### src/hw/rtl/qkx_ram.sv
// ----------------------------------------------------------------------------
// qkx_ram
// Generic single-write, single-read RAM with registered read data.
// ----------------------------------------------------------------------------
module qkx_ram #(
  parameter int unsigned WIDTH = 8,
  parameter int unsigned DEPTH = 16
) (
  input  logic                     clk_i,
  input  logic                     we_i,
  input  logic [$clog2(DEPTH)-1:0] waddr_i,
  input  logic [WIDTH-1:0]         wdata_i,
  input  logic [$clog2(DEPTH)-1:0] raddr_i,
  output logic [WIDTH-1:0]         rdata_o
);

  logic [WIDTH-1:0] mem [DEPTH];

  always_ff @(posedge clk_i) begin
    if (we_i) mem[waddr_i] <= wdata_i;
    rdata_o <= mem[raddr_i];
  end

endmodule

### config.mk
export PLATFORM = sky130hd
export DESIGN_NAME = qkx_ram
export DESIGN_NICKNAME = d
export VERILOG_FILES = /design/src/hw/rtl/qkx_ram.sv
export SDC_FILE = /design/constraint.sdc
export NUM_CORES = 1
export LEC_CHECK = 0
export CAP_MARGIN = 20
export CORE_MARGIN = 2
export CORE_UTILIZATION = 40
export DETAILED_ROUTE_END_ITERATION = 7
export DONT_BUFFER_PORTS = 1
export PLACE_DENSITY = 0.63
export SYNTH_ARGS = -nofsm -noshare
export SYNTH_HDL_FRONTEND = slang
export SYNTH_SLANG_ARGS = --single-unit
### constraint.sdc
create_clock -name clk_i -period 2.1 [get_ports clk_i]
set_input_delay 0.315 -clock clk_i [delete_from_list [all_inputs] [get_ports clk_i]]
set_output_delay 0.315 -clock clk_i [all_outputs]
set_load 0.1 [all_outputs]
Word level (Yosys, flattened, before mapping)
Memory sizes are Yosys's and may differ from the RTL's. A register that Yosys moved wholly into a read port is not among the register bits. Cells that the tools add are included.

Output and inout port bits: 8. Register bits: 0. Bits in writable memories: 128. Input port bits: 18. Memories kept: 1.

Multiplexer cells: 2.

Memories: mem (words 16, bits a word 8, read ports 1, clocked after memory_dff 1, wr ports 1, RTL line 17) `logic [WIDTH-1:0] mem [DEPTH];`.

Operators by type and width (number): 1-bit 2-to-1 mux (2).

Logic depth before layout (Yosys ltp)
Gate-level depths: netlist of the first run.

Depth in word-level cells: 2. Depth in mapped cells: 5.

Worst setup path before layout of the first run
OpenSTA, ideal clock, no wires.

Path type: input port to flip-flop. Start point: in waddr_i[2]. End point: mem mem[0][0], enable pin. Setup time: 0.383 ns. Setup slack: 0.292 ns. Path buffers: 0. Stages: 2. Arrival time: 1.425 ns. Cells stage by stage: or3b_2 -> nor3_1.

RTL lines: start, declared (RTL line 11) `input logic [$clog2(DEPTH)-1:0] waddr_i,`; end, declared (RTL line 17).

No word-level cell before the write port.

==> metrics.md, run 1 <==
| Metric | Value |
|---|---|
| DRC Markers | `0` |
| Most common cell after layout, fill and taps aside | `edfxtp_1` |
| Pwr per Cell Area | `just over 1000 nW/um^2` |
| Total gr overflow | `0` |
| RSZ-0062 raised after global routing | `no` |
| Max incr delay on CP | `0.50 ns` |
| Routing usage on met2 | `a little over a fifth` |
| DIE WIDTH | `~120 um` |
| Synth Register Bits | `~140` |
| Met3 Use GR | `roughly 5.3%` |
| Nets | `289` |
| Startpoint types | `flip-flop` |
| Area growth from synthesis to layout | `18.47%` |
| Synth top area share | `~75%` |
| Number of port buffers | `0` |
| Syn_area_per_cell | `between 20 and 25 um^2` |
| Max Cap Violations | `0` |
| Setup-failing EPs final | `0` |
| Period utilization | `approximately 67%` |
| Vias | `roughly 2400` |
| # placed instances | `around 420` |
| Die height | `about 120 um` |
| Pre-CTS setup slack | `around 0.64 ns` |
| CP Max Fanout | `1` |
| Crit path DAT | `between 1.5 and 2 ns` |
| Actual slew at the worst max-slew pin | `between 0.7 and 0.8 ns` |
| HPWL Detailed | `between 6 and 7 mm` |
| First-pass GRT wire length | `~15 mm` |
| Cell Area, Placed | `5464 um^2` |
| Die area | `between 10000 and 15000 um^2` |
| Max-slew violation count | `0` |
| Tmin final | `1.406 ns` |
| Max rail drop VDD | `approximately 860 uV` |
| Initial core utilization | `between 40% and 50%` |
| Crit. End Element | `flip-flop` |
| Largest cells by area after synthesis | `edfxtp_1 75%, mux4_2 7.9%, mux4_1 7.1%, dfxtp_1 3.1%, a22oi_1 2.3%` |
| Num CTS Buffers | `17` |
| Post-Route WL | `9.800 mm` |
| Cells after Synth | `229` |
| ANT cells | `0` |
| Cell variety after synth | `19` |
| Hold Path Origin | `raddr_i[1]` |
| Final WS setup | `just under 0.7 ns` |
| Number of global-route vias before repair | `around 2500` |
| Global route hottest layer | `met1` |
| HP Class | `in2reg` |
| Final-report hold violation count | `0` |
| GR Layer Usage met1 | `22.41%` |
| Setup Skew | `~0.009 ns` |
| Antenna-violating nets left | `0` |
| Rows | `between 40 and 50` |
| Fin cells | `around 460` |
| CP bufs+invs | `0` |
| Largest net degree at the start of global routing | `33` |
| Yosys top cell by area | `edfxtp_1` |
| CTS tree | `done` |
| 1st-iter DRT viols | `240` |
| Most frequent cells in the layout | `128 x edfxtp_1, 25 x buf_4, 18 x mux4_2, 17 x clkbuf_16, 16 x a22oi_1` |
| Required time worst endpoint | `2.39 ns` |
| Cell Area, Synth | `approximately 5000 um^2` |
| CP max stage cell | `mux4_1` |
| R2r setup slk | `roughly 0.69 ns` |
| Top delay family on crit path | `multiplexers` |
| Core Region | `12570 um^2` |
| Clk slew on worst S/H paths | `~0.050 ns` |
| TritonRoute pass-1 iters | `4` |
| # H-tree levels | `4` |
| Sequential area share after synthesis | `77.78%` |
| Fin Setup TNS | `0 ns` |
| GRT Overall Usage | `between 10% and 20%` |
| CP Class | `reg2reg` |
| Fmax | `between 0.7 and 0.8 GHz` |
| Crit-path cells | `mux4_1, a22oi_1, nand2_1` |
| Slew margin rel. | `51.78%` |
| Final Instance Area | `6098 um^2` |
| Fillcell total | `around 1000` |
| Initial antenna violation count | `0` |
| Share of cells above drive strength 1 | `between 20% and 30%` |
| Leak | `2.039 nW` |
| Root buf cell | `clkbuf_16` |
| DR vias/cell | `5.294` |
| Worst-Skew Late Latency | `approximately 0.41 ns` |
| Routability congestion estimate | `about 0.78` |
| CTS sink cnt | `136` |
| Worst-case clock buffer depth | `2` |
| Syn Nets | `around 250` |
| Status | `finished, final reports clean` |
| Crit. Startpoint | `mem[9][1]` |
| Drt wl/cell | `~21 um` |
| Yosys warns | `0` |
| Top Ports | `26` |
| Worst R2R Start | `mem[9][1]` |
-- final timing paths --
| kind | endpoint | depth (start not counted) |
|---|---|---|
| setup reg to reg | rdata_o[1] | 3 |
| hold reg to reg | rdata_o[5] | 3 |
| setup / recovery | rdata_o[1] | 3 |
| hold / removal | rdata_o[3] | 3 |
-- report_power, final --
part / switching, W / internal (W) / total [W]
Combinational: 0.000249 / 0.000126 / 0.000375
Sequential: 0.0000174 / 0.00304 / 0.00305
Clock: 0.00102 / 0.00175 / 0.00277
Total: 0.00128 / 0.00491 / 0.00620
-- synth_stat cells --
| cell type | number |
|---|---|
| nor2_1 | 13 |
| nand2_1 | 9 |
| clkdlybuf4s25_2 | 3 |
| nand3_1 | 1 |
| and2_1 | 1 |
| mux4_1 | 14 |
| dfxtp_1 | 8 |
| a22oi_1 | 16 |
| nand2b_1 | 2 |
| nor2b_1 | 1 |
| nor3_1 | 4 |
| buf_4 | 1 |
| or3b_2 | 1 |
| edfxtp_1 | 128 |
| buf_2 | 3 |
| mux4_2 | 18 |
| buf_6 | 3 |
| and2b_1 | 1 |
| nand3b_1 | 2 |
-- logic make-up (layout without fill, tap and decap cells) --
family,after synthesis,count (layout),synth area share [%]
flip-flops,136,136,77.78
AND/OR/NAND/NOR,35,35,3.184
multiplexers,32,32,15.02
AO/OA/AOI/OAI,16,16,2.334
buffers and inverters,10,65,1.677
-- worst register-to-register path: stages (launching register included) --
cell and delay, ns:
edfxtp_1 0.34, mux4_1 0.50, a22oi_1 0.36, nand2_1 0.08
-- registers in the layout (all words and copies together) (netlist names) --
name     cells
rdata_o      8
mem        128
-- metal layers --
layer  wire, um  up-vias
li1           -     1064
met1       4658     1252
met2       4422       91
met3        667        7
met4         51        0
met5          0        -
-- what timing repair did --
| action | CTS | global route |
|---|---|---|
| gates resized for setup | 0 | 0 |
| endpoints found under the hold margin | 128 | 0 |
| hold buffers | 8 | 0 |
| setup buffers | 0 | 0 |
-- per-stage QoR --
step	hold slack (ns)	utilization, %	power, W
2_1_floorplan	0.4139	-	0.003390
3_3_place_gp	0.4146	43.47	0.003436
3_5_place_dp	0.4146	43.47	0.003441
4_1_cts	0.1600	48.52	0.006253
5_1_grt	0.1918	48.52	0.006392
6_report	0.1850	48.52	0.006195
-- area by class of cell --
class / count / area [um^2] / share of cell area [%]
Clock buffer: 20 / 446.7 / 7.325
Clock inverter: 12 / 107.6 / 1.764
Timing Repair Buffer: 33 / 267.8 / 4.391
Tap cell: 172 / 215.2 / 3.529
Multi-Input combinational cell: 83 / 1057 / 17.34
Sequential cell: 136 / 4004 / 65.65
No activity file was read; power rests on OpenSTA's default activity.
==> run 2, diff against run 1 <==
==> constraint.sdc (replaced) <==
create_clock -name clk_i -period 1.3 [get_ports clk_i]
set_input_delay 0.195 -clock clk_i [delete_from_list [all_inputs] [get_ports clk_i]]
set_output_delay 0.195 -clock clk_i [all_outputs]
set_load 0.1 [all_outputs]
==> run 2 against run 1 <==
Effect of this change:
- sequential cell count stayed put
- clock skew is 0.0013 ns lower
- clock-buffer cell count is 1 lower
- sequential share of layout area is 1.2 points lower
- critical path type is now reg2out
- register-to-register slack worse by 0.66 ns
==> metrics.md, run 2 (synthesis results as in run 1) <==
| Metric | Value |
|---|---|
| Status | `finished, final reports clean` |
| RSZ-0062 raised after global routing | `yes` |
| Root buf cell | `clkbuf_16` |
| Pwr per Cell Area | `between 1500 and 2000 nW/um^2` |
| Hold worst-path end | `rdata_o[2]` |
| Worst R2R Start | `mem[3][6]` |
| TritonRoute pass-1 iters | `4` |
| Nets | `about 290` |
| ANT cells | `0` |
| Die area | `13790 um^2` |
| # placed instances | `just over 400` |
| Tmin final | `1.266 ns` |
| Required time worst endpoint | `approximately 1.1 ns` |
| Reg2reg end | `rdata_o[6]` |
| Area growth from synthesis to layout | `20.73%` |
| Worst-Skew Late Latency | `0.40 ns` |
| HP Class | `in2reg` |
| Met3 Use GR | `around 4%` |
| Most frequent cells in the layout | `128 x edfxtp_1, 27 x mux4_2, 20 x buf_4, 17 x clkbuf_16, 10 x nor2_1` |
| Routability congestion estimate | `roughly 0.7` |
| Combinational power share | `slightly above 6%` |
| Clock network fraction of design power | `around 45%` |
| Share of cells above drive strength 1 | `around 35%` |
| Num CTS Buffers | `17` |
| Largest register FFs | `~130` |
| Largest regs | `mem x128, rdata_o x8` |
| DRC Markers | `0` |
| Drt wl/cell | `roughly 21 um` |
| Hold Path Origin | `raddr_i[1]` |
| Vias | `roughly 2400` |
| Largest net degree at the start of global routing | `33` |
| P_sw | `0.002227 W` |
| Total gr overflow | `0` |
| Fmax | `between 0.7 and 0.8 GHz` |
| Global route hottest layer | `met2` |
| Post-Route WL | `9.772 mm` |
| CP Class | `reg2out` |
| Initial antenna violation count | `0` |
| Actual slew at the worst max-slew pin | `roughly 0.93 ns` |
| Hold Path Depth | `3` |
| Fin cells | `around 460` |
| Cell Area, Placed | `about 5500 um^2` |
| Largest reg by FF count | `mem` |
| Max-slew violation count | `0` |
| DR vias/cell | `around 5.2` |
| Setup-failing EPs final | `0` |
| Max Cap Violations | `0` |
| Top delay family on crit path | `flip-flops` |
| CP bufs+invs | `1` |
| Setup Skew | `between 0.007 and 0.008 ns` |
| Number of global-route vias before repair | `approximately 2500` |
| Rows | `between 40 and 50` |
| Routing usage on met2 | `about 23%` |
| Sequential Power Share | `48.4%` |
| GR Layer Usage met1 | `21.39%` |
| Crit path DAT | `roughly 1.1 ns` |
| Worst-case clock buffer depth | `2` |
| CTS tree | `done` |
| Core Region | `around 13000 um^2` |
| R2r setup slk | `0.03 ns` |
| CP max stage cell | `dfxtp_1` |
| Design Power | `~0.01 W` |
| DIE WIDTH | `about 120 um` |
| Leak | `between 2 and 2.5 nW` |
| CTS sink cnt | `~140` |
| Net Sw Frac | `a little over a fifth` |
| # H-tree levels | `4` |
| Final WS setup | `roughly 0.034 ns` |
| 1st-iter DRT viols | `163` |
| First-pass GRT wire length | `roughly 15 mm` |
| Initial core utilization | `between 40% and 50%` |
| Period utilization | `just under 100%` |
| Final Instance Area | `6215 um^2` |
| Worst R2R Path Depth | `3` |
| Top Ports | `26` |
| Max incr delay on CP | `0.36 ns` |
| Slew margin rel. | `37.68%` |
| Number of port buffers | `0` |
| Final-report hold violation count | `0` |
| Die height | `around 120 um` |
| Internal cell power | `between 0.007 and 0.008 W` |
| Crit-path cells | `buf_4` |
| CP Max Fanout | `1` |
| Max rail drop VDD | `roughly 800 uV` |
| Crit. End Element | `primary output` |
| Pre-CTS setup slack | `-0.03200 ns` |
| Antenna-violating nets left | `0` |
| HPWL Detailed | `5.871 mm` |
| Clk slew on worst S/H paths | `0.06 ns` |
| Most common cell after layout, fill and taps aside | `edfxtp_1` |
| GRT Overall Usage | `between 15 and 20%` |
| Startpoint types | `flip-flop` |
[run 2: cell types whose count changed in the layout (fill, tap and decap cells not counted), moves of 5 or more]
cell | before | now
buf_4 | 25 | 20
a22oi_1 | 16 | 7
mux4_2 | 18 | 27
clkinv_2 | 8 | 2
a22oi_2 | 0 | 9
mux4_1 | 14 | 5
[run 2: timing repair]
action	CTS	global route
pin swaps	0	5
gates resized for setup	6	12
hold buffers	8	0
buffers inserted	0	0
endpoints found under the setup margin	6	7
endpoints found under the hold margin	128	0
[run 2: layout make-up]
class | count | area, um^2
fillers | 1028 | 6354
flip-flops and latches | 136 | 4004
multi-input cells | 83 | 1105
clock buffers | 19 | 432.9
repair buffers | 32 | 310.3
well taps | 172 | 215.2
clock inverters | 13 | 147.6
[run 2: worst max path at each step]
stage	startpoint	to	slack [ns]	cells past startpoint
finish	rdata_o[4]	rdata_o[4]	0.03	1
global route	mem[2][7]	rdata_o[7]	-0.009	3
CTS	mem[9][4]	rdata_o[4]	0.00002	3
detailed placement	mem[4][2]	rdata_o[2]	-0.03	3
global placement	mem[3][7]	rdata_o[7]	-0.02	3
floorplan	raddr_i[0]	rdata_o[1]	-0.03	5
[run 2: layer usage]
layer | up-vias | part of all wire [%]
met3 | 8 | 4.0
li1 | 1052 | -
met1 | 1267 | 47
met5 | - | 0
met2 | 47 | 48
met4 | 0 | 1.0
[run 2: through the flow]
| step | utilization [%] | hold WS, ns | setup TNS (ns) |
|---|---|---|---|
| final | 49.45 | 0.09093 | 0 |
| after global routing | 49.45 | 0.09837 | -0.01297 |
| after CTS | 49.53 | 0.06954 | 0 |
| after detailed placement | 44.10 | 0.2947 | -0.1673 |
| after global placement | 44.10 | 0.2948 | -0.08458 |
| after floorplan | - | 0.2939 | -0.2129 |
[run 2: power groups by stage]
stage	clock network, W	registers (W)	logic, W
detailed placement	0	0.00502	0.000540
floorplan	0	0.00523	0.000257
global placement	0	0.00502	0.000537
CTS	0.00472	0.00493	0.000627
finish	0.00464	0.00493	0.000632
global route	0.00490	0.00494	0.000664
[run 2: tightest hold or removal path, delay by kind of cell]
family             cells  cell delay (ns)
AOI/OAI and AO/OA      1             0.08
muxes                  1             0.13
and+or+nand+nor        1             0.05
==> run 3, diff against run 2 <==
--- a/config.mk
+++ b/config.mk
@@ -5,12 +5,14 @@
 export SDC_FILE = /design/constraint.sdc
 export NUM_CORES = 1
 export LEC_CHECK = 0
+export ABC_AREA = 1
 export CAP_MARGIN = 20
 export CORE_MARGIN = 2
 export CORE_UTILIZATION = 40
 export DETAILED_ROUTE_END_ITERATION = 7
 export DONT_BUFFER_PORTS = 1
 export PLACE_DENSITY = 0.63
+export SKIP_CTS_REPAIR_TIMING = 1
 export SYNTH_ARGS = -nofsm -noshare
 export SYNTH_HDL_FRONTEND = slang
 export SYNTH_SLANG_ARGS = --single-unit
==> run 3 against run 2 <==
Effect of this change:
- final cell count up 71%
- maximum frequency up 1.2%
- die area up 12%
- combinational power up 20%
- power down 1.9%
- sequential power about the same
- global-route usage up 3.4 points
- area after synthesis up 12%
- core utilization down 1.4 points
- clock power down 7.1%
- clock-buffer cell count down 2
- hold slack worse by 0.089 ns
- critical path type unchanged
- largest cell class unchanged
- largest power group unchanged
==> metrics.md, run 3 <==
| Metric | Value |
|---|---|
| Syn_area_per_cell | `roughly 10 um^2` |
| CP max stage cell | `dfxtp_1` |
| Max incr delay on CP | `roughly 0.39 ns` |
| TritonRoute pass-1 iters | `5` |
| Required time worst endpoint | `1.11 ns` |
| Antenna-violating nets left | `0` |
| Nets | `605` |
| Root buf cell | `clkbuf_16` |
| Max-slew violation count | `0` |
| First-pass GRT wire length | `approximately 20 mm` |
| Yosys top cell by area | `edfxtp_1` |
| Synth top area share | `66.65%` |
| Rows | `43` |
| Top Ports | `26` |
| Num CTS Buffers | `17` |
| Post-Route WL | `13.21 mm` |
| Die height | `between 100 and 150 um` |
| Largest register FFs | `around 130` |
| Top delay family on crit path | `flip-flops` |
| Synth async-reset ratio | `0%` |
| GRT Overall Usage | `18.49%` |
| CP bufs+invs | `1` |
| Setup-failing EPs final | `0` |
| Largest reg by FF count | `mem` |
| CTS sink cnt | `136` |
| Synth Register Bits | `136` |
| Syn Nets | `about 570` |
| # H-tree levels | `4` |
| Share of cells above drive strength 1 | `approximately a tenth` |
| Most frequent cells in the layout | `173 x nand2_1, 128 x edfxtp_1, 100 x inv_1, 97 x nand3_1, 28 x buf_4` |
| Worst R2R Start | `mem[6][1]` |
| Period utilization | `between 90% and 100%` |
| Initial antenna violation count | `0` |
| Startpoint types | `flip-flop` |
| Fmax | `between 0.7 and 0.8 GHz` |
| Core Region | `roughly 14000 um^2` |
| Drt wl/cell | `between 15 and 20 um` |
| Hold Path Depth | `3` |
| Worst R2R Path Depth | `6` |
| Number of global-route vias before repair | `~3800` |
| Crit-path cells | `buf_6` |
| Cell Area, Synth | `~5800 um^2` |
| CP endpoint | `rdata_o[7]` |
| Slew margin rel. | `between 40% and 50%` |
| CP Class | `reg2out` |
| ANT cells | `0` |
| Vias | `about 3800` |
| Cells after Synth | `551` |
| DR vias/cell | `4.891` |
| Initial core utilization | `41.23%` |
| Status | `finished, final reports clean` |
| Area growth from synthesis to layout | `16.47%` |
| Pwr per Cell Area | `about 1500 nW/um^2` |
| Post-synth top cells | `173 x nand2_1, 128 x edfxtp_1, 100 x inv_1` |
| Number of port buffers | `0` |
| Cell variety after synth | `12` |
| Max rail drop VDD | `~760 uV` |
| Clk slew on worst S/H paths | `0.05 ns` |
| Actual slew at the worst max-slew pin | `approximately 0.83 ns` |
| Crit. Startpoint | `rdata_o[7]` |
| Largest cells by area after synthesis | `edfxtp_1 67%, nand2_1 11%, nand3_1 8.4%, inv_1 6.5%, dfxtp_1 2.8%` |
| RSZ-0062 raised after global routing | `no` |
| Most common cell after layout, fill and taps aside | `nand2_1` |
| # placed instances | `739` |
| Fillcell total | `approximately 1300` |
| CP Max Fanout | `1` |
| Worst-case clock buffer depth | `2` |
| Crit. End Element | `primary output` |
| DRC Markers | `0` |
| Final WS setup | `0.04901 ns` |
| Most frequent cell after synthesis | `nand2_1` |
| Pre-CTS setup slack | `approximately 0.14 ns` |
| Final-report hold violation count | `0` |
| Largest net degree at the start of global routing | `66` |
| Tmin final | `approximately 1.3 ns` |
| Setup Skew | `about 0.0088 ns` |
| 1st-iter DRT viols | `~240` |
| HP Class | `in2reg` |
| Ys flop type | `edfxtp_1` |
| Critical path depth in cells | `1` |
| HPWL Detailed | `8.392 mm` |
| Routability congestion estimate | `0.8292` |
| Total gr overflow | `0` |
| CTS tree | `done` |
| Max Cap Violations | `0` |
| Yosys warns | `0` |
| R2r setup slk | `between 0.2 and 0.3 ns` |
| Largest regs | `mem x128, rdata_o x8` |
| DIE WIDTH | `around 120 um` |
| Sequential area share after synthesis | `69.43%` |
| Reg2reg end | `rdata_o[1]` |
| Leak | `roughly 2.9 nW` |
| Worst-Skew Late Latency | `roughly 0.41 ns` |
| Crit path DAT | `1.06 ns` |
| Die area | `~15000 um^2` |
| Fin cells | `between 700 and 800` |
| Post-synth EDFFs | `128` |
==> run 3: worst min path at each step <==
stage | from | to | slack, ns
after detailed placement | wdata_i[3] | mem[9][3] | 0.30
final | raddr_i[2] | rdata_o[2] | 0.002
after CTS | wdata_i[4] | mem[2][4] | -0.13
after global placement | wdata_i[3] | mem[9][3] | 0.30
after floorplan | wdata_i[0] | mem[0][0] | 0.29
after global routing | raddr_i[3] | rdata_o[6] | 0.00005
==> run 3: power by group <==
| group | internal (W) | total [W] | switching, W |
|---|---|---|---|
| registers | 0.00491 | 0.00495 | 0.0000403 |
| logic | 0.000205 | 0.000758 | 0.000553 |
| clock network | 0.00259 | 0.00431 | 0.00172 |
==> run 3: per-stage QoR <==
stage	utilization [%]	power [W]	TNS [ns]	hold slack (ns)	instance area [um^2]
2_1_floorplan	-	0.005571	0	0.2939	5767
3_3_place_gp	43.45	0.005679	0	0.2955	6078
3_5_place_dp	43.45	0.005683	0	0.2956	6078
4_1_cts	47.29	0.009956	-0.04375	-0.1340	6615
5_1_grt	48.01	0.01032	0	0.00005415	6716
6_report	48.01	0.01001	0	0.001867	6716
==> run 3: metal layers <==
layer	global-route usage, %	vias up	wire length (um)
met5	0	-	0
met4	8.216	0	267
met3	3.480	16	886
met2	30.70	140	6439
met1	23.60	1809	5621
li1	-	1850	-
==> run 3: layout make-up <==
cell class	instances	area, um^2	share of cell area, %
inverters	102	382.9	5.700
clock buffers	17	425.4	6.334
well taps	180	225.2	3.353
clock inverters	15	111.4	1.658
flip-flops and latches	136	4004	59.61
multi-input cells	289	1214	18.07
repair buffers	41	354.1	5.272
==> run 3: cell families after synthesis <==
family / after synthesis / share of synthesized area (%)
AND/OR/NAND/NOR: 289 / 21.05
flip-flops: 136 / 69.43
buffers and inverters: 126 / 9.525
